## config.mk

```make
export PLATFORM = sky130hd
export DESIGN_NAME = crc16_framed_request_parser
export DESIGN_NICKNAME = d
export VERILOG_FILES = /design/src/rtl/cfpr_pkg.sv /design/src/rtl/cfpr_cfg.sv /design/src/rtl/cfpr_parse.sv /design/src/rtl/crc16_framed_request_parser.sv
export SDC_FILE = /design/constraint.sdc
export NUM_CORES = 1
export LEC_CHECK = 0
export CAP_MARGIN = 20
export CORE_MARGIN = 8
export CORE_UTILIZATION = 30
export DETAILED_ROUTE_END_ITERATION = 12
export DONT_BUFFER_PORTS = 1
export GPL_ROUTABILITY_DRIVEN = 1
export PLACE_DENSITY = 0.46
export SLEW_MARGIN = 30
export SYNTH_ARGS = -nofsm -noshare
export SYNTH_HDL_FRONTEND = slang
export SYNTH_SLANG_ARGS = --single-unit
```

## constraint.sdc

```tcl
create_clock -name i_clk -period 8.5 [get_ports i_clk]
set_clock_uncertainty 0.2 [all_clocks]
set_input_delay 1.275 -clock i_clk [delete_from_list [all_inputs] [get_ports i_clk]]
set_output_delay 1.275 -clock i_clk [all_outputs]
set_load 0.005 [all_outputs]
```

## src/rtl/cfpr_pkg.sv

```systemverilog
`default_nettype none
package cfpr_pkg;

    localparam int CFG_IDX_W = 1;
    localparam int CFG_DATA_W = 16;
    localparam int TDATA_OUT_W = 40;

    localparam logic [CFG_IDX_W-1:0] CFG_START_BYTE  = 1'b0;
    localparam logic [CFG_IDX_W-1:0] CFG_MAX_PAYLOAD = 1'b1;

    localparam logic [7:0]  START_BYTE_RST  = 8'h00;
    localparam logic [15:0] MAX_PAYLOAD_RST = 16'd1024;

    localparam logic [15:0] CRC_INIT = 16'hFFFF;
    localparam logic [15:0] CRC_POLY = 16'h1021;

    localparam logic KIND_PAYLOAD   = 1'b0;
    localparam logic KIND_FRAME_END = 1'b1;

    localparam logic [1:0] ST_OK      = 2'd0;
    localparam logic [1:0] ST_BAD_FRM = 2'd1;
    localparam logic [1:0] ST_BAD_LEN = 2'd2;
    localparam logic [1:0] ST_CRC_ERR = 2'd3;

    typedef struct packed {
        logic [7:0]  start_byte;
        logic [15:0] max_payload;
    } t_cfg;

    typedef struct packed {
        logic        kind;
        logic [7:0]  payload_byte;
        logic [7:0]  command;
        logic [15:0] length;
        logic [1:0]  status;
    } t_result;

    // CRC-16/CCITT-FALSE, one byte, MSB first.
    function automatic logic [15:0] crc_feed(input logic [15:0] c, input logic [7:0] b);
        logic [15:0] v;
        v = c ^ {b, 8'h00};
        for (int k = 0; k < 8; k++) begin
            if (v[15]) begin
                v = {v[14:0], 1'b0} ^ CRC_POLY;
            end else begin
                v = {v[14:0], 1'b0};
            end
        end
        return v;
    endfunction

endpackage
`default_nettype wire

```

## src/rtl/cfpr_cfg.sv

```systemverilog
`default_nettype none
module cfpr_cfg (
    input  wire logic                          i_clk,
    input  wire logic                          i_rst_n,
    input  wire logic                          i_cfg_valid,
    input  wire logic [cfpr_pkg::CFG_IDX_W-1:0]  i_cfg_index,
    input  wire logic [cfpr_pkg::CFG_DATA_W-1:0] i_cfg_data,
    output cfpr_pkg::t_cfg                     o_cfg
);
    import cfpr_pkg::*;

    logic [7:0]  r_start_byte;
    logic [15:0] r_max_payload;

    always_ff @(posedge i_clk) begin
        if (!i_rst_n) begin
            r_start_byte  <= START_BYTE_RST;
            r_max_payload <= MAX_PAYLOAD_RST;
        end else if (i_cfg_valid) begin
            unique case (i_cfg_index)
                CFG_START_BYTE:  r_start_byte  <= i_cfg_data[7:0];
                CFG_MAX_PAYLOAD: r_max_payload <= i_cfg_data;
                default: ;
            endcase
        end
    end

    assign o_cfg.start_byte  = r_start_byte;
    assign o_cfg.max_payload = r_max_payload;

endmodule
`default_nettype wire

```

## src/rtl/cfpr_parse.sv

```systemverilog
`default_nettype none
module cfpr_parse (
    input  wire logic        i_clk,
    input  wire logic        i_rst_n,
    input  wire logic        i_step,
    input  wire logic [7:0]  i_rx_byte,
    input  wire logic        i_rx_timeout,
    input  wire cfpr_pkg::t_cfg i_cfg,
    output logic             o_res_valid,
    output cfpr_pkg::t_result o_res
);
    import cfpr_pkg::*;

    typedef enum logic [6:0] {
        PH_HUNT    = 7'b0000001,
        PH_CMD     = 7'b0000010,
        PH_LEN_LO  = 7'b0000100,
        PH_LEN_HI  = 7'b0001000,
        PH_PAYLOAD = 7'b0010000,
        PH_CRC_LO  = 7'b0100000,
        PH_CRC_HI  = 7'b1000000
    } t_phase;

    t_phase      r_phase, n_phase;
    logic [7:0]  r_cmd, n_cmd;
    logic [15:0] r_len, n_len;
    logic [15:0] r_count, n_count;
    logic [15:0] r_crc, n_crc;
    logic [7:0]  r_crc_lo, n_crc_lo;

    logic [15:0] w_crc_next;
    logic [15:0] w_len_full;
    logic [15:0] w_count_inc;

    assign w_crc_next  = crc_feed(r_crc, i_rx_byte);
    assign w_len_full  = {i_rx_byte, r_len[7:0]};
    assign w_count_inc = r_count + 16'd1;

    always_comb begin
        n_phase     = r_phase;
        n_cmd       = r_cmd;
        n_len       = r_len;
        n_count     = r_count;
        n_crc       = r_crc;
        n_crc_lo    = r_crc_lo;
        o_res_valid = 1'b0;
        o_res       = '{kind: KIND_FRAME_END, payload_byte: 8'h00, command: r_cmd,
                        length: r_len, status: ST_OK};

        if (i_rx_timeout) begin
            if (r_phase != PH_HUNT) begin
                o_res_valid = 1'b1;
                o_res.status = ST_BAD_FRM;
                // Before the header is complete the command and length are unknown.
                if (r_phase == PH_CMD || r_phase == PH_LEN_LO || r_phase == PH_LEN_HI) begin
                    o_res.command = 8'h00;
                    o_res.length  = 16'h0000;
                end
            end
            n_phase  = PH_HUNT;
            n_count  = 16'h0000;
            n_crc    = CRC_INIT;
            n_crc_lo = 8'h00;
        end else begin
            unique case (r_phase)
                PH_CMD: begin
                    n_cmd   = i_rx_byte;
                    n_crc   = w_crc_next;
                    n_phase = PH_LEN_LO;
                end
                PH_LEN_LO: begin
                    n_len   = {8'h00, i_rx_byte};
                    n_crc   = w_crc_next;
                    n_phase = PH_LEN_HI;
                end
                PH_LEN_HI: begin
                    n_len   = w_len_full;
                    n_crc   = w_crc_next;
                    n_count = 16'h0000;
                    if (w_len_full > i_cfg.max_payload) begin
                        o_res_valid  = 1'b1;
                        o_res.length = w_len_full;
                        o_res.status = ST_BAD_LEN;
                        n_phase  = PH_HUNT;
                        n_crc    = CRC_INIT;
                        n_crc_lo = 8'h00;
                    end else if (w_len_full == 16'h0000) begin
                        n_phase = PH_CRC_LO;
                    end else begin
                        n_phase = PH_PAYLOAD;
                    end
                end
                PH_PAYLOAD: begin
                    n_crc   = w_crc_next;
                    n_count = w_count_inc;
                    if (w_count_inc >= r_len) begin
                        n_phase = PH_CRC_LO;
                    end
                    o_res_valid        = 1'b1;
                    o_res.kind         = KIND_PAYLOAD;
                    o_res.payload_byte = i_rx_byte;
                end
                PH_CRC_LO: begin
                    n_crc_lo = i_rx_byte;
                    n_phase  = PH_CRC_HI;
                end
                PH_CRC_HI: begin
                    o_res_valid  = 1'b1;
                    o_res.status = ({i_rx_byte, r_crc_lo} == r_crc) ? ST_OK : ST_CRC_ERR;
                    n_phase  = PH_HUNT;
                    n_count  = 16'h0000;
                    n_crc    = CRC_INIT;
                    n_crc_lo = 8'h00;
                end
                default: begin
                    if (i_rx_byte == i_cfg.start_byte) begin
                        n_cmd    = 8'h00;
                        n_len    = 16'h0000;
                        n_count  = 16'h0000;
                        n_crc    = CRC_INIT;
                        n_crc_lo = 8'h00;
                        n_phase  = PH_CMD;
                    end else begin
                        n_phase = PH_HUNT;
                    end
                end
            endcase
        end
    end

    always_ff @(posedge i_clk) begin
        if (!i_rst_n) begin
            r_phase  <= PH_HUNT;
            r_cmd    <= 8'h00;
            r_len    <= 16'h0000;
            r_count  <= 16'h0000;
            r_crc    <= CRC_INIT;
            r_crc_lo <= 8'h00;
        end else if (i_step) begin
            r_phase  <= n_phase;
            r_cmd    <= n_cmd;
            r_len    <= n_len;
            r_count  <= n_count;
            r_crc    <= n_crc;
            r_crc_lo <= n_crc_lo;
        end
    end

endmodule
`default_nettype wire

```

## src/rtl/crc16_framed_request_parser.sv

```systemverilog
`default_nettype none
// Channel   Direction  Handshake             Payload
// s_*       in         s_tvalid / s_tready   tdata: rx_byte; tuser: rx_timeout
// m_*       out        m_tvalid / m_tready   tdata: payload_byte, frame_command,
//                                            frame_length, end_status; tuser: out_kind
// cfg       in         i_cfg_valid / o_cfg_ready   i_cfg_index, i_cfg_data
//
// One item a cycle while m_* is not stalled: an input register feeds the frame state machine
// and CRC update, whose result is stored in the output register.
// The input register advances whenever the output register is empty or being taken,
// so a stall on m_* holds at most one item in each register before s_tready drops.
// Reset is synchronous and active low.
module crc16_framed_request_parser (
    input  wire logic                            i_clk,
    input  wire logic                            i_rst_n,
    input  wire logic                            s_tvalid,
    output logic                                 s_tready,
    input  wire logic [7:0]                      s_tdata,   // [7:0] rx_byte
    input  wire logic                            s_tuser,   // [0] rx_timeout
    output logic                                 m_tvalid,
    input  wire logic                            m_tready,
    // [7:0] payload_byte, [15:8] frame_command, [31:16] frame_length,
    // [33:32] end_status, [39:34] zero
    output logic [cfpr_pkg::TDATA_OUT_W-1:0]     m_tdata,
    output logic                                 m_tuser,   // [0] out_kind
    input  wire logic                            i_cfg_valid,
    output logic                                 o_cfg_ready,
    input  wire logic [cfpr_pkg::CFG_IDX_W-1:0]  i_cfg_index,
    input  wire logic [cfpr_pkg::CFG_DATA_W-1:0] i_cfg_data
);
    import cfpr_pkg::*;

    t_cfg        w_cfg;
    logic        r_in_valid;
    logic [7:0]  r_in_byte;
    logic        r_in_tmo;
    logic        r_out_valid;
    t_result     r_out;
    logic        w_out_free;
    logic        w_step;
    logic        w_res_valid;
    t_result     w_res;

    assign o_cfg_ready = 1'b1;
    assign w_out_free  = !r_out_valid || m_tready;
    assign w_step      = r_in_valid && w_out_free;
    assign s_tready    = !r_in_valid || w_out_free;

    cfpr_cfg u_cfg (
        .i_clk       (i_clk),
        .i_rst_n     (i_rst_n),
        .i_cfg_valid (i_cfg_valid),
        .i_cfg_index (i_cfg_index),
        .i_cfg_data  (i_cfg_data),
        .o_cfg       (w_cfg)
    );

    cfpr_parse u_parse (
        .i_clk        (i_clk),
        .i_rst_n      (i_rst_n),
        .i_step       (w_step),
        .i_rx_byte    (r_in_byte),
        .i_rx_timeout (r_in_tmo),
        .i_cfg        (w_cfg),
        .o_res_valid  (w_res_valid),
        .o_res        (w_res)
    );

    always_ff @(posedge i_clk) begin
        if (!i_rst_n) begin
            r_in_valid <= 1'b0;
        end else if (s_tready) begin
            r_in_valid <= s_tvalid;
        end
    end

    always_ff @(posedge i_clk) begin
        if (s_tready && s_tvalid) begin
            r_in_byte <= s_tdata;
            r_in_tmo  <= s_tuser;
        end
    end

    always_ff @(posedge i_clk) begin
        if (!i_rst_n) begin
            r_out_valid <= 1'b0;
        end else if (w_out_free) begin
            r_out_valid <= w_step && w_res_valid;
        end
    end

    always_ff @(posedge i_clk) begin
        if (w_step && w_res_valid) begin
            r_out <= w_res;
        end
    end

    assign m_tvalid = r_out_valid;
    assign m_tuser  = r_out.kind;
    assign m_tdata  = {6'b000000, r_out.status, r_out.length, r_out.command,
                       r_out.payload_byte};

endmodule
`default_nettype wire

```

======== Yosys cells after proc, flatten, opt, wreduce, memory -nomap -nowiden ========
Index checks and enable logic that the tools add are counted.
storage, ports and cells
  register bits ........................... 141
  latch bits .............................. 0
  RAM bits ................................ 0
  ROM bits ................................ 0
  input bits .............................. 31
  word-level logic and storage cells ...... 122
  memories ................................ 0
cells by class
  add/subtract/negate cells ............... 1
  multipliers ............................. 0
  div/mod/pow operators ................... 0
  magnitude comparators ................... 2
  equal/unequal tests ..................... 14
  shifts and indexed selects .............. 0
  mux-type cells .......................... 40
  bitwise operators ....................... 15
  reductions and logical operators ........ 32
operators with widths
  cell                     number
  $mux W13                 8
  $mux W16                 6
  $pmux W16 S3             2
  $pmux W16 S4             1
  $pmux W7 S6              1
  $mux W18                 2
  $mux W8                  4
  $pmux W8 S4              1
  $mux W26                 1
  $mux W24                 1
  $not A3 Y3               8
  $mux W7                  3
  $add A16 B1 Y16 const B  1
  $eq A16 B16 Y1           1
  $ge A16 B16 Y1           1
  $gt A16 B16 Y1           1
  $logic_not A16 Y1        1
  $pmux W8 S2              1
  $xor A16 B16 Y16         1
  $reduce_and A4 Y1        3
  $reduce_bool A5 Y1       2
  $mux W9                  1
  $eq A8 B8 Y1             1
  $eq A7 B2 Y1 const B     1
  29 further kinds         51

======== Depth between registers and ports, before layout ========
Gate-level depths: netlist (run 1).
  depth in word-level cells ............... 20
  gate-level depth with buffers ........... 14

======== Modules after synthesis ========
From an unflattened synthesis (run 1), not the netlist that was laid out.
unflattened totals
  cell total of the unflattened synthesis .. 768
  area total of the unflattened synthesis .. 7315.8 um2
modules (own cells, without submodules)
  module                       times used  cells an instance  area each (um2)
  cfpr_parse                   1           601                4879.7
  crc16_framed_request_parser  1           66                 1493.9
  cfpr_cfg                     1           101                942.2

======== Worst setup path before layout (run 1) ========
No wires, ideal clock.
  path type ............................... flip-flop to flip-flop
  start ................................... register u_parse.r_count[0]
  end ..................................... register u_parse.r_phase[2]
  setup time .............................. 70 ps
  data arrival time ....................... 3002 ps
  setup slack ............................. 5228 ps
  stages on the path, launching flop included .. 14
  cells stage by stage .................... dfxtp_1 > ha_1 > nand2_1 > nor3_1 > nand3_1 > xnor2_1 > ha_1 > a21o_1 > a21oi_1 > a21o_1 > a41oi_1 > o21ai_4 > or4_1 > a21oi_1
between the ends
  word-level cells in the longest chain between the ends .. 4
RTL lines
  element                      line               source
  from (decl)                  cfpr_parse.sv:27   logic [15:0] r_count, n_count;
  from (signal assigned)       cfpr_parse.sv:143  r_count <= n_count;
  $add A16 B1 Y16              cfpr_parse.sv:37   assign w_count_inc = r_count + 16'd1;
  $ge A16 B16 Y1               cfpr_parse.sv:96   if (w_count_inc >= r_len) begin
  $ne A3 B2 Y1 (no line)       --
  $reduce_and A2 Y1 (no line)  --
  to (signal assigned)         cfpr_parse.sv:140  r_phase <= n_phase;
  to (decl)                    cfpr_parse.sv:24   t_phase r_phase, n_phase;
No other way between the ends.
A chain may end at the register's enable or synchronous reset.

======== Worst setup path after layout (run 1) ========
  start ................................... register r_in_byte[4]
  end ..................................... register r_out (netlist bit m_tdata[29]), enable pin
between the ends
  word-level cells in the longest chain between the ends .. 5
RTL lines
  element                 line                               source
  from (decl)             crc16_framed_request_parser.sv:35  logic [7:0] r_in_byte;
  from (signal assigned)  crc16_framed_request_parser.sv:79  r_in_byte <= s_tdata;
  $gt A16 B16 Y1          cfpr_parse.sv:80                   if (w_len_full > i_cfg.max_payload) begin
  $mux W1                 cfpr_parse.sv:80
  $pmux W1 S2             cfpr_parse.sv:65                   unique case (r_phase)
  $mux W1                 cfpr_parse.sv:50                   if (i_rx_timeout) begin
  $logic_and A1 B1 Y1     crc16_framed_request_parser.sv:93  if (w_step && w_res_valid) begin
  to (signal assigned)    crc16_framed_request_parser.sv:94  r_out <= w_res;
  to (decl)               crc16_framed_request_parser.sv:38  t_result r_out;
No other way between the ends.

==> results of run 1 <==
==> final cells by class <==
class | count | share of cell area, %
multi-input cells | 539 | 43.5
clock inverters | 15 | 2.03
repair buffers | 3 | 0.333
clock buffers | 17 | 5.40
well taps | 319 | 5.07
flip-flops and latches | 141 | 41.4
diodes | 1 | 0.0318
inverters | 46 | 2.19
==> synthesized netlist by cell type, drive strengths merged, types with 15 or more instances <==
cell and number:
nand3 15, nand2 92, mux2i 20, ha 33, nand4 16, edfxtp 44, a21oi 79, nor2 65
a22o 18, o21ai 28, clkbuf 30, xnor2 26, inv 46, xor2 33, buf 24, dfxtp 97
==> where the power goes <==
part | switching [uW] | internal, uW | leakage [uW]
combinational | 41.2 | 21.6 | 0.00144
clock | 316 | 436 | 0.000280
sequential | 16.4 | 701 | 0.00124
total | 373 | 1160 | 0.00296
==> logic make-up after synthesis <==
| group | count (synthesis) | synth area share, % |
|---|---|---|
| buf+inv | 100 | 6.05 |
| flops | 141 | 46.0 |
| mux | 20 | 2.82 |
| fa+ha+maj | 33 | 5.82 |
| other cells | 2 | 0.106 |
| compound gates | 151 | 13.3 |
| xor+xnor | 59 | 7.28 |
| simple gates | 269 | 18.7 |
==> worst paths after layout <==
path | startpoint | slack, ns | endpoint | cells past startpoint
max | r_in_byte[4] | 4.52 | m_tdata[29] | 8
min | u_cfg.r_max_payload[2] | 0.25 | u_cfg.r_max_payload[2] | 2
max reg2reg | r_in_byte[4] | 4.52 | m_tdata[29] | 8
min reg2reg | u_cfg.r_max_payload[2] | 0.25 | u_cfg.r_max_payload[2] | 2
==> worst min-delay path, delay by kind of cell, from the launching register on <==
kind / cells / cell delay, ns
flops: 1 / 0.31
simple gates: 1 / 0.05
compound gates: 1 / 0.05
==> sequential cells by signal (all words and copies together) (netlist names), 7 cells and up <==
name	count
r_in_byte	8
u_parse.r_cmd	8
u_parse.r_crc_lo	8
u_parse.r_count	16
m_tdata	34
u_parse.r_phase	7
u_parse.r_len	16
u_cfg.r_start_byte	8
u_parse.r_crc	16
u_cfg.r_max_payload	16
==> through the flow <==
stage / util (%) / area (sq um)
after floorplan: - / 7110
after global placement: 31.2 / 7280
after detailed placement: 31.2 / 7280
after CTS: 33.7 / 7860
after global routing: 33.8 / 7880
final: 33.8 / 7880
==> routing by layer <==
metal	track usage (%)	share of wire, %
met1	18.5	50
met2	19.7	43
met3	4.09	5.2
met4	4.73	1.7
met5	0	0.12
==> flow_summary.toml, run 1 <==
[run_status]
status = "finished clean"

[sta]
finalWorstSetupSlack_ns = 4.52
rsz0062_at_grt = "false"
finalCriticalPeriod_ns = 3.98
holdWs_ns = 0.254
clock.fmax_mhz = 251
setup_tns_ns = 0
slew_headroom_pct = 36.2
worstMarginPinSlew_ns = 0.957
setup_viol = 0
maxSlewViolCount = 0
hold_viol = 0
finalCritPeriodShare_pct = 46.8

[worst_setup_path]
path_cells = "ha_1 > nand4_1 > nor4_1 > a21boi_0 > nand3b_1 > nand2_1 > nand2_1 > and3_2"
worst_path_most_repeated_cell = "nand2_1"
required_ns = 8.36
worst-path-max-fanout = 35
arrival_ns = 3.84
cp_top_family = "simple AND/OR/NAND/NOR gates"
worst_path_largest_cell_delay_ns = 0.75
endpoint_kind = "flip-flop"
critPathLaunchType = "flip-flop"
crit_slowest_cell = "and3_2"
cp.buffers_inverters = 0
crit_type = "flip-flop to flip-flop"

[synth]
ys_types = 61
netlist_instances = 775
synth_area_sq_um = 7100
ys_ff_latch = 141
avgSynthCellArea_sq_um = 9.16
synth_top_cells_by_area = "dfxtp_1 27%, edfxtp_1 19%, ha_1 5.8%"
async_flop_share_pct = 0
synth_edf_count = 44
synth_flop_cell = "dfxtp_1"
yosysWarnings = 0
yosysTopAreaCellShare_pct = 27.4
yosys.area.top_type = "dfxtp_1"
yosysSeqAreaShare_pct = 46.0

[finish]
final_common_cell = "dfxtp_1"
layout_common_cells = "97 x dfxtp_1, 92 x nand2_1, 78 x a21oi_1"
fill_cells = 2393
fin_cells = 1081
register_area_sq_um = 3260
nNetsFinal = 812
syn_to_final_growth_pct = 11.1
drive_above_1_share_pct = 6.57
multi_input_area_sq_um = 3430

[cts]
ctsHoldBuffers = 0
cts-root-buf = "clkbuf_16"
cts_setup_buffers = 0
worstSkewPairLatency_ns = 0.43
clk_pin_slew_ns = 0.06
clk_path_buf_depth = 2
cts_buffers = 17
cts.sinks = 141
cts_max_level = 4
cts_resized = 0
cts_tree = "built"

[floorplan]
io_pins = 75
placementRows = 56
dieArea_sq_um = 28800
core_sq_um = 23300
die_y_um = 170
start_util_pct = 30.4
dieWidth_um = 170

[global_route]
grt_start_max_net_pins = 52
gr-usage-all-layers_pct = 13.5
grt_overflow_total = 0
grt_pass1_vias = 5235
grt_pass1_wl_um = 30200
antenna_found_initial = 3

[power_and_ir_drop]
p_leak_uw = 0.00296
p_per_area_nw_per_um2 = 194
peakVddDrop_v = 0.000128
finalPower_uw = 1530

[run]
maxCapViolCount = 0

[route]
vias = 5270
vias_per_cell = 4.88
drc = 0
dr.pass1.iters = 6
post_drt_wl_per_cell_um = 17.7
drtAntennaViolNets = 0
drtIter0Drc = 377
drt_wl_total_um = 19100

[placement]
place_ws_ns = 4.52
place_congestion = 0.769
port_buffers = 0
place_hpwl_um = 13400
place_inst = 1047

[hold_path]
holdCritPathClass = "flip-flop to flip-flop"
Note: power is estimated with default switching activity, not from simulation.
==> inputs of run 2 (changes only) <==
==> constraint.sdc (replaced) <==
create_clock -name i_clk -period 4.1 [get_ports i_clk]
set_clock_uncertainty 0.2 [all_clocks]
set_input_delay 0.615 -clock i_clk [delete_from_list [all_inputs] [get_ports i_clk]]
set_output_delay 0.615 -clock i_clk [all_outputs]
set_load 0.005 [all_outputs]
==> flow_summary.toml, run 2 (synthesis gave the netlist of run 1 again) <==
[run_status]
status = "finished clean"

[sta]
worstMarginPinSlew_ns = 0.833
maxSlewViolCount = 0
slew_headroom_pct = 44.4
holdWs_ns = 0.0865
rsz0062_at_grt = "false"
setup_viol = 0
finalCriticalPeriod_ns = 3.44
setup_tns_ns = 0
clock.fmax_mhz = 291
finalCritPeriodShare_pct = 83.8
hold_viol = 0

[finish]
fin_cells = 1093
fill_cells = 2374
final_common_cell = "dfxtp_1"
layout.core_utilization_pct = 34.3
layout_common_cells = "97 x dfxtp_1, 92 x nand2_1, 78 x a21oi_1"
syn_to_final_growth_pct = 12.7
largest_reg_flops = 34
drive_above_1_share_pct = 8.14
diodes = 0
nNetsFinal = 825
final_area_sq_um = 8000

[global_route]
antenna_found_initial = 0
grt_pass1_vias = 5402
gr-usage-all-layers_pct = 13.4
grt_overflow_total = 0
grt_start_max_net_pins = 34
grt_pass1_wl_um = 30200

[placement]
place_congestion = 0.798
place_hpwl_um = 13500
place_area_sq_um = 7390
port_buffers = 0
place_inst = 1061

[floorplan]
dieArea_sq_um = 28800
dieWidth_um = 170
io_pins = 75
start_util_pct = 30.4
core_sq_um = 23300
die_y_um = 170
placementRows = 56

[run]
maxCapViolCount = 0

[cts]
ctsHoldBuffers = 0
cts_tree = "built"
cts_max_level = 4
cts_setup_buffers = 0
cts-root-buf = "clkbuf_16"
worstSkewPairLatency_ns = 0.42
cts_resized = 0
clk_path_buf_depth = 2
clk_pin_slew_ns = 0.06
cts_buffers = 17
cts.sinks = 141

[worst_setup_path]
required_ns = 4.04
endpoint_kind = "flip-flop"
worst_path_largest_cell_delay_ns = 0.62
worst-path-max-fanout = 9
critPathLaunchType = "flip-flop"
arrival_ns = 3.38
path_cells = "ha_1 > nand2_1 > nor4_1 > a21boi_0 > nand3b_1 > and2_1 > nand2b_1 > mux2i_1"
worstSetupStartpoint = "r_in_byte[0]"
crit_slowest_cell = "edfxtp_1"
crit_type = "flip-flop to flip-flop"
r2r-start = "r_in_byte[0]"

[route]
drtAntennaViolNets = 0
drc = 0
post_drt_wl_per_cell_um = 17.1
drtIter0Drc = 325
dr.pass1.iters = 4
vias_per_cell = 4.81
vias = 5259
drt_wl_total_um = 18700

[power_and_ir_drop]
peakVddDrop_v = 0.000238
p_leak_uw = 0.00304
p_per_area_nw_per_um2 = 401

[hold_path]
holdCritPathClass = "input pin to flip-flop"
hp-start = "s_tdata[3]"
==> run 2: worst paths after layout <==
kind,to,depth (start not counted),slack (ns)
setup reg to reg,m_tdata[26],8,0.66
setup / recovery,m_tdata[26],8,0.66
hold reg to reg,u_cfg.r_max_payload[2],2,0.25
hold / removal,r_in_byte[3],0,0.09
==> run 2: final cells by class <==
cell class / instances / area (sq um) / area share [%]
inverter: 46 / 173 / 2.16
multi-input combinational: 539 / 3430 / 42.8
sequential: 141 / 3260 / 40.8
clock inverter: 13 / 153 / 1.91
timing repair buffer: 16 / 133 / 1.66
clock buffer: 19 / 453 / 5.66
tap: 319 / 399 / 4.99
==> run 2: routing by layer <==
layer / global-route usage, % / wire (um) / up-vias
met5: 0 / 0 / -
met4: 3.77 / 223 / 0
met3: 3.42 / 856 / 15
met2: 21.2 / 8310 / 123
met1: 17.9 / 9260 / 2476
li1: - / - / 2645
==> run 2: power breakdown <==
part	leakage (uW)	total (uW)	switching [uW]	internal (uW)
clock	0.000295	1580	640	943
combinational	0.00150	158	107	51.5
sequential	0.00124	1470	14.8	1450
==> run 2: per-stage QoR <==
| step | worst slack [ns] | total power, uW |
|---|---|---|
| 5_1_grt | 0.322 | 3320 |
| 3_3_place_gp | 0.697 | 1660 |
| 6_report | 0.664 | 3210 |
| 2_1_floorplan | 0.828 | 1610 |
| 4_1_cts | 0.652 | 3250 |
| 3_5_place_dp | 0.676 | 1660 |
==> run 2: critical path: cells and delay by family, from the launching register on <==
kind            cells  cell delay (ns)
flops               1             0.62
simple gates        5             1.44
compound gates      1             0.26
fa+ha+maj           1             0.39
mux                 1             0.23
